===== src/sv/wror_ram.sv =====
// Generic single-port-write, single-port-read synchronous RAM with a
// registered read. No dependencies.
`default_nettype none

module wror_ram #(
	parameter int WIDTH = 8,
	parameter int DEPTH = 4
) (
	input  wire logic                     clk,
	input  wire logic                     we,
	input  wire logic [$clog2(DEPTH)-1:0] waddr,
	input  wire logic [WIDTH-1:0]         wdata,
	input  wire logic [$clog2(DEPTH)-1:0] raddr,
	output logic      [WIDTH-1:0]         rdata
);

	logic [WIDTH-1:0] mem [DEPTH];

	always_ff @(posedge clk) begin
		if (we) begin
			mem[waddr] <= wdata;
		end
		rdata <= mem[raddr];
	end

endmodule

`default_nettype wire

===== config.mk =====
export PLATFORM = sky130hd
export DESIGN_NAME = wror_ram
export DESIGN_NICKNAME = d
export VERILOG_FILES = /design/src/sv/wror_ram.sv
export SDC_FILE = /design/constraint.sdc
export NUM_CORES = 1
export LEC_CHECK = 0
export ABC_AREA = 1
export BUFFER_PORTS_ARGS = -buffer_cell sky130_fd_sc_hd__buf_2
export CORE_MARGIN = 5
export CORE_UTILIZATION = 30
export CTS_CLUSTER_DIAMETER = 80
export DETAILED_ROUTE_END_ITERATION = 6
export HOLD_SLACK_MARGIN = 0.15
export PLACE_DENSITY = 0.53
export REMOVE_ABC_BUFFERS = 1
export SYNTH_ARGS = -nofsm -noshare
export SYNTH_HDL_FRONTEND = slang
export SYNTH_SLANG_ARGS = --single-unit

===== constraint.sdc =====
create_clock -name clk -period 4.3 [get_ports clk]
set_clock_uncertainty 0.15 [all_clocks]
set_input_delay 0.645 -clock clk [delete_from_list [all_inputs] [get_ports clk]]
set_output_delay 0.645 -clock clk [all_outputs]
set_load 0.01 [all_outputs]

==> results of run 1 <==
## final cells by class
cell class / count / area share
timing repair buffer: 21 / 0.0577
inverter: 37 / 0.0776
clock inverter: 2 / 0.0185
clock buffer: 6 / 0.0453
sequential: 40 / 0.615
multi-input combinational: 60 / 0.137
tap: 70 / 0.0481
## worst min-delay path: stages (launching register included)
cell and delay [ns]:
edfxtp_1 0.32, inv_1 0.04, nand2_1 0.04, nand3_1 0.06, nand2_1 0.06
## per-layer routing
metal | global-route usage | routed length [um] | up-vias
li1 | - | - | 483
met1 | 0.137 | 1440 | 385
met2 | 0.151 | 1250 | 25
met3 | 0.0340 | 164 | 7
met4 | 0.0548 | 65 | 0
met5 | 0 | 0 | -
## cell usage after synthesis, drive strengths merged
master  instances
nand3          16
dfxtp           8
nand2          40
inv            37
buf             4
edfxtp         32
nor3            4
## through the flow
stage	hold WS [ns]	total power, mW	instance area (um^2)	setup WS [ns]	util
after floorplan	0.349	0.482	1510	2.44	-
after global placement	0.382	0.512	1710	2.02	0.336
after detailed placement	0.386	0.512	1710	2.05	0.336
after CTS	0.401	0.822	1820	2.37	0.359
after global routing	0.427	0.852	1820	2.18	0.359
final	0.390	0.813	1820	2.35	0.359
## cells by family after synthesis
family,after synthesis,synth area share
AND/OR/NAND/NOR,60,0.162
flip-flops,40,0.724
buffers and inverters,41,0.114
## worst paths after layout
check	startpoint	endpoint	cells after the start
setup / recovery	waddr[0]	mem[3][3]	3
hold / removal	mem[3][3]	rdata[3]	4
setup reg to reg	mem[3][1]	rdata[1]	4
hold reg to reg	mem[3][3]	rdata[3]	4
## registers in the layout (all words and copies together), names as in the netlist
signal  count
rdata       8
mem        32
## where the power goes
part / switching (mW) / internal, mW / total (mW)
clock network: 0.124 / 0.187 / 0.311
registers: 0.00528 / 0.441 / 0.446
logic: 0.0370 / 0.0189 / 0.0559
total: 0.166 / 0.647 / 0.813
==> impl_metrics.json, run 1 <==
{
  "yosysTopAreaCellShare": 0.621,
  "setup_viol_count_final": 0,
  "dp_cells": 228,
  "grtUsageTotal": 0.104,
  "drive_above_1_share": 0.175,
  "syn_inst": 141,
  "drt_wl_total_mm": 2.92,
  "vias_per_cell": 3.81,
  "hp-class": "register to register",
  "critPathTopFamily": "simple AND/OR/NAND/NOR gates",
  "cts_hold_buffers": 0,
  "max_freq_ghz": 0.512,
  "ir_drop_uv": 192,
  "critPathLaunchType": "primary input",
  "die_area_um2": 6700,
  "gr-total-overflow": 0,
  "max_stage_delay_ns": 0.92,
  "htreeDepth": 2,
  "drv_cap": 0,
  "area_growth_pct": 17.7,
  "hold_violations": 0,
  "cts_setup_buffers": 0,
  "dieWidth_um": 81.8,
  "synth_seq_cells": 40,
  "endpoint_kind": "register",
  "grt_max_degree": 18,
  "slew_viol_final": 0,
  "multiInputGateArea_um2": 250,
  "critPathBufInv": 2,
  "die-height_um": 81.8,
  "synthTopCellsByArea": "edfxtp_1 (62%), dfxtp_1 (10%), nand2_1 (9.7%)",
  "cts_root_buf": "clkbuf_8",
  "p_leak_nw": 0.839,
  "cp_max_fo": 8,
  "instances_no_fill": 236,
  "yosysWarnings": 0,
  "crit_chain": "buf_2, inv_1, nor3_1",
  "ant_nets": 0,
  "row_count": 26,
  "worst_slew_pin_slew_ns": 1.16,
  "cts_buffers": 5,
  "yosysTopAreaCell": "edfxtp_1",
  "start_util": 0.305,
  "clkTransAtPathRegs_ns": 0.08,
  "grt_pass1_vias": 912,
  "p_per_area_nw_per_um2": 446,
  "status": "complete, no violations",
  "syn_area_per_cell_um2": 11.0,
  "dr.first_iter.drc_count": 55,
  "critical_path_arrival_ns": 1.71,
  "synth_cell_types": 10,
  "wl_per_cell_um": 12.4,
  "rrSetupSlack_ns": 3.39,
  "cts.repair.resized": 0,
  "rsz0062_at_grt": "no",
  "antennaDiodeCount": 0,
  "finalCritPeriodShare": 0.454,
  "drt_drc_violations_left": 0,
  "dpl.hpwl_mm": 1.99,
  "core_area_um2": 5070,
  "antenna_found_initial": 0,
  "period_minus_slack_ns": 1.95,
  "clockBufferDepth": 2,
  "ys_seq_area_frac": 0.724,
  "io_buffers": 21,
  "cts_tree": "done",
  "regArea_um2": 1120,
  "pin_count": 22,
  "final_cell_mix": "nand2_1 (40), inv_1 (36), edfxtp_1 (32)",
  "setup_tns_ns": 0,
  "firstDrtPassIters": 4,
  "grt_pass1_wl_mm": 4.89,
  "slew_headroom": 0.223,
  "syn_area_um2": 1550,
  "slowest_stage": "nor3_1",
  "numClockSinks": 40,
  "clock_latency_ns": 0.29,
  "nets": 179,
  "gp_congestion": 0.674,
  "final_common_cell": "nand2_1",
  "crit_type": "primary input to register",
  "fill_cells": 533,
  "num_vias": 900,
  "crit_required_ns": 4.06
}
No activity file was read; power rests on OpenSTA's default activity.
==> run 2, diff against run 1 <==
==> constraint.sdc (replaced) <==
create_clock -name clk -period 1.9 [get_ports clk]
set_clock_uncertainty 0.15 [all_clocks]
set_input_delay 0.285 -clock clk [delete_from_list [all_inputs] [get_ports clk]]
set_output_delay 0.285 -clock clk [all_outputs]
set_load 0.01 [all_outputs]
==> run 2 against run 1 <==
Against the previous run: count of clock-buffer cells in the layout is 1 lower; register-to-register slack worse by 2.4 ns; wire length is 6.8% lower; design area is 5.8% higher; highest routed layer unchanged; first-iteration DRC count is 13% lower; final cell count is 5.1% higher; combinational power grew to 2.5 times the previous value; worst hold slack worse by 0.20 ns; clock power is 120% higher; largest cell class unchanged; total power is 120% higher.
==> impl_metrics.json, run 2 (same netlist as run 1, synthesis figures left out) <==
{
  "status": "complete, no violations",
  "crit_required_ns": 1.46,
  "largest_register_ffs": 32,
  "antenna_found_initial": 0,
  "top_usage_layer": "met2",
  "pin_count": 22,
  "critPathTopFamily": "flip-flops",
  "slowest_stage": "dfxtp_1",
  "hold_slack_ns": 0.193,
  "instances_no_fill": 248,
  "max_stage_delay_ns": 0.32,
  "fin_area_um2": 1930,
  "dpl.hpwl_mm": 1.88,
  "grt_pass1_wl_mm": 4.57,
  "slew_viol_final": 0,
  "gr-usage-met1": 0.0994,
  "max_freq_ghz": 0.857,
  "io_buffers": 21,
  "cts_root_buf": "clkbuf_8",
  "drt_drc_violations_left": 0,
  "row_count": 26,
  "worst_slew_pin_slew_ns": 0.337,
  "clockBufferDepth": 2,
  "crit_type": "register to output port",
  "setup_tns_ns": 0,
  "grtUsageTotal": 0.0970,
  "clock_latency_ns": 0.29,
  "cts_buffers": 5,
  "dp_cells": 232,
  "placed_area_um2": 1740,
  "final_common_cell": "nand2_1",
  "start_util": 0.305,
  "drv_cap": 0,
  "grt_max_degree": 18,
  "final_cell_mix": "nand2_1 (40), inv_1 (36), edfxtp_1 (32)",
  "area_growth_pct": 24.5,
  "period_minus_slack_ns": 1.17,
  "p_leak_nw": 0.889,
  "crit_chain": "buf_2",
  "p_per_area_nw_per_um2": 948,
  "htreeDepth": 2,
  "dieWidth_um": 81.8,
  "gp_congestion": 0.692,
  "critical_path_arrival_ns": 0.73,
  "critPathLaunchType": "register",
  "ir_drop_uv": 466,
  "numClockSinks": 40,
  "hold_violations": 0,
  "finalCritPeriodShare": 0.614,
  "nets": 191,
  "dr.first_iter.drc_count": 48,
  "setup_viol_count_final": 0,
  "slew_headroom": 0.775,
  "ant_nets": 0,
  "largestRegisters": "mem x32, rdata x8",
  "cp_max_fo": 1,
  "num_vias": 969,
  "vias_per_cell": 3.91,
  "hp-class": "primary input to register",
  "cts_tree": "done",
  "firstDrtPassIters": 4,
  "drive_above_1_share": 0.191,
  "antennaDiodeCount": 0,
  "gr-total-overflow": 0,
  "core_area_um2": 5070,
  "clkTransAtPathRegs_ns": 0.08,
  "wl_per_cell_um": 11.0,
  "critPathBufInv": 1,
  "top_register": "mem",
  "endpoint_kind": "output port",
  "die-height_um": 81.8,
  "cts_setup_buffers": 0,
  "grt_pass1_vias": 992,
  "met2_usage": 0.170,
  "rsz0062_at_grt": "no",
  "cts.repair.resized": 0,
  "drt_wl_total_mm": 2.72,
  "die_area_um2": 6700,
  "finalCoreUtilization": 0.380,
  "grt.met3_usage": 0.0340
}
## run 2: final cells by class
type | count | area (um^2)
Fill cell | 528 | 3150
Sequential cell | 40 | 1120
Multi-Input combinational cell | 60 | 250
Timing Repair Buffer | 33 | 215
Inverter | 37 | 141
Tap cell | 70 | 87.6
Clock buffer | 5 | 68.8
Clock inverter | 3 | 42.5
## run 2: final timing paths
kind / start / endpoint / depth (start not counted) / slack (ns)
worst max-delay path: rdata[6] / rdata[6] / 1 / 0.73
worst min-delay path: raddr[1] / rdata[3] / 3 / 0.19
worst max register to register: mem[1][3] / rdata[3] / 4 / 1.01
worst min register to register: mem[2][3] / rdata[3] / 4 / 0.39
## run 2: worst reg2reg max path: cells and delay by family (launching register included)
kind          cells  cell delay, ns
flops             1            0.37
buf+inv           1            0.06
simple gates      3            0.20
## run 2: per-layer routing
layer / up-vias / routed length, um
met3: 7 / 169
met1: 435 / 1140
met2: 19 / 1350
met5: - / 0
li1: 508 / -
met4: 0 / 64
## run 2: what timing repair did
item / CTS / global route
hold buffers: 8 / 0
endpoints found under the hold margin: 32 / 0
setup endpoints to repair: 0 / 0
## run 2: per-stage QoR
stage	setup WS [ns]	power, mW
2_1_floorplan	0.402	1.09
3_3_place_gp	0.637	1.16
3_5_place_dp	0.631	1.16
4_1_cts	0.707	1.85
5_1_grt	0.690	1.91
6_report	0.733	1.83
## run 2: power by group
part	total (mW)	internal, mW	leakage, nW	switching [mW]
clock network	0.680	0.388	0.0541	0.291
registers	1.01	0.997	0.361	0.0106
logic	0.140	0.0574	0.474	0.0826
==> run 3, diff against run 2 <==
--- a/config.mk
+++ b/config.mk
@@ -5,14 +5,14 @@
 export SDC_FILE = /design/constraint.sdc
 export NUM_CORES = 1
 export LEC_CHECK = 0
-export ABC_AREA = 1
+export ABC_AREA = 0
 export BUFFER_PORTS_ARGS = -buffer_cell sky130_fd_sc_hd__buf_2
 export CORE_MARGIN = 5
 export CORE_UTILIZATION = 30
 export CTS_CLUSTER_DIAMETER = 80
 export DETAILED_ROUTE_END_ITERATION = 6
 export HOLD_SLACK_MARGIN = 0.15
-export PLACE_DENSITY = 0.53
+export PLACE_DENSITY = 0.55
 export REMOVE_ABC_BUFFERS = 1
 export SYNTH_ARGS = -nofsm -noshare
 export SYNTH_HDL_FRONTEND = slang
==> constraint.sdc (replaced) <==
create_clock -name clk -period 1 [get_ports clk]
set_clock_uncertainty 0.15 [all_clocks]
set_input_delay 0.15 -clock clk [delete_from_list [all_inputs] [get_ports clk]]
set_output_delay 0.15 -clock clk [all_outputs]
set_load 0.01 [all_outputs]
==> run 3 against run 2 <==
Against the previous run: the flow now finishes with violations (negative setup slack); final cell count fell by 40%; synthesized area shrank 13%; critical path depth is the same; count of clock-buffer cells in the layout unchanged; non-clock buffer count rose by 3; flip-flop and latch count did not move; critical path type is now register to register; sequential share of layout area rose by 4.7 points; clock power grew 81%; global-route usage is 2.0 points lower; total power rose by 86%.
==> impl_metrics.json, run 3 <==
{
  "p_per_area_nw_per_um2": 1900,
  "max_stage_delay_ns": 0.47,
  "core_area_um2": 4350,
  "row_count": 24,
  "ir_drop_uv": 948,
  "async_flop_share": 0,
  "syn_inst": 54,
  "fill_cells": 370,
  "crit_chain": "mux4_2",
  "final_cell_mix": "edfxtp_1 (32), buf_2 (18), mux4_2 (8), dlygate4sd3_1 (8)",
  "synth_seq_cells": 40,
  "dp_slack_ns": -0.182,
  "period_minus_slack_ns": 1.10,
  "drv_cap": 0,
  "yosysWarnings": 0,
  "setup_tns_ns": -0.768,
  "post-route-worst-setup-slack_ns": -0.104,
  "synthTopCellsByArea": "edfxtp_1 (71%), mux4_2 (13%), dfxtp_1 (12%)",
  "dieWidth_um": 77.1,
  "regArea_um2": 1120,
  "violations": "negative setup slack",
  "vias_per_cell": 4.36,
  "die-height_um": 77.1,
  "area_growth_pct": 32.7,
  "drive_above_1_share": 0.469,
  "multiInputGateArea_um2": 211,
  "slowest_stage": "mux4_2",
  "cts_buffers": 5,
  "hp-class": "primary input to register",
  "grt_pass1_wl_mm": 3.40,
  "synth_cell_types": 8,
  "p_total_mw": 3.40,
  "largest_register_ffs": 32,
  "clock_latency_ns": 0.28,
  "critPathLaunchType": "register",
  "firstDrtPassIters": 2,
  "setup_viol_count_final": 13,
  "crit_required_ns": 1.00,
  "yosys-top-cells-count": "edfxtp_1 (32), dfxtp_1 (8), mux4_2 (8)",
  "cts_root_buf": "clkbuf_8",
  "gr-total-overflow": 0,
  "yosysMostFrequentCell": "edfxtp_1",
  "hold_slack_ns": 0.152,
  "dr.first_iter.drc_count": 38,
  "cts_tree": "done",
  "grtUsageTotal": 0.0773,
  "io_buffers": 21,
  "critical_path_arrival_ns": 1.11,
  "ant_nets": 0,
  "wl_per_cell_um": 14.6,
  "start_util": 0.310,
  "die_area_um2": 5940,
  "finalCoreUtilization": 0.411,
  "slew_viol_final": 0,
  "cp_max_fo": 1,
  "drt_wl_total_mm": 2.17,
  "nets": 109,
  "grt_pass1_vias": 704,
  "clkTransAtPathRegs_ns": 0.07,
  "rsz0062_at_grt": "yes",
  "p_leak_nw": 0.653,
  "gp_congestion": 0.644,
  "slew_headroom": 0.852,
  "ys_seq_area_frac": 0.831,
  "htreeDepth": 2,
  "worst_slew_pin_slew_ns": 0.222,
  "antennaDiodeCount": 0,
  "max_freq_ghz": 0.905,
  "dpl.hpwl_mm": 1.47,
  "grt_max_degree": 13,
  "top_register": "mem",
  "num_vias": 645,
  "syn_area_per_cell_um2": 25.0,
  "drt_drc_violations_left": 0,
  "syn_area_um2": 1350,
  "largestRegisters": "mem x32, rdata x8",
  "endpoint_kind": "register",
  "antenna_found_initial": 0,
  "hold_violations": 0,
  "yosysTopAreaCell": "edfxtp_1",
  "numClockSinks": 40,
  "clockBufferDepth": 2,
  "final_common_cell": "edfxtp_1",
  "pin_count": 22,
  "critPathTopFamily": "multiplexers",
  "synth_top_flop_cell": "edfxtp_1",
  "status": "finished with violations",
  "critPathBufInv": 0,
  "crit_type": "register to register",
  "finalCritPeriodShare": 1.10,
  "synth-edff-count": 32,
  "yosysTopAreaCellShare": 0.712
}
==> run 3: cell count changes after synthesis, moves of 2 or more <==
cell     change
and3b_1      +2
inv_1       -36
mux4_2       +8
nor3_1       -4
nand3_1     -16
nand2_1     -40
==> run 3: what timing repair did <==
| item | in CTS | in global routing |
|---|---|---|
| gates cloned | 0 | 0 |
| hold buffers | 8 | 0 |
| endpoints found under the hold margin | 33 | 0 |
| setup endpoints to repair | 16 | 16 |
| resized for setup | 2 | 4 |
| buffers inserted | 0 | 0 |
==> run 3: per-layer routing <==
layer	GRT usage	up-vias	wire length (um)
li1	-	305	-
met1	0.0921	323	902
met2	0.122	15	1140
met3	0.0304	2	105
met4	0.0361	0	13
met5	0	-	0
==> run 3: layout make-up <==
cell class,instances,area share
repair buffers,36,0.157
clock buffers,5,0.0385
flip-flops and latches,40,0.629
clock inverters,3,0.0210
multi-input cells,12,0.118
well taps,52,0.0364
==> run 3: logic make-up after synthesis <==
kind of cell  count (synthesis)  synth area share
simple gates                  4            0.0232
mux                           8             0.134
flops                        40             0.831
buf+inv                       2            0.0121
==> run 3: per-stage QoR <==
step           cells  instance area [um^2]
6_report         148                  1790
5_1_grt          148                  1790
4_1_cts          148                  1770
3_5_place_dp     132                  1580
3_3_place_gp     132                  1580
2_1_floorplan     52                  1330
==> run 3: report_power, final <==
group	total [mW]	internal, mW	switching [mW]
Sequential	1.92	1.90	0.0221
Combinational	0.251	0.148	0.104
Clock	1.23	0.726	0.501
Total	3.40	2.77	0.627
==> run 3: worst paths after layout <==
check | from | to | slack, ns | cells after the start
worst max-delay path | mem[3][6] | rdata[6] | -0.10 | 1
worst min-delay path | raddr[1] | rdata[4] | 0.15 | 2
worst max register to register | mem[3][6] | rdata[6] | -0.10 | 1
worst min register to register | mem[3][4] | rdata[4] | 0.40 | 1
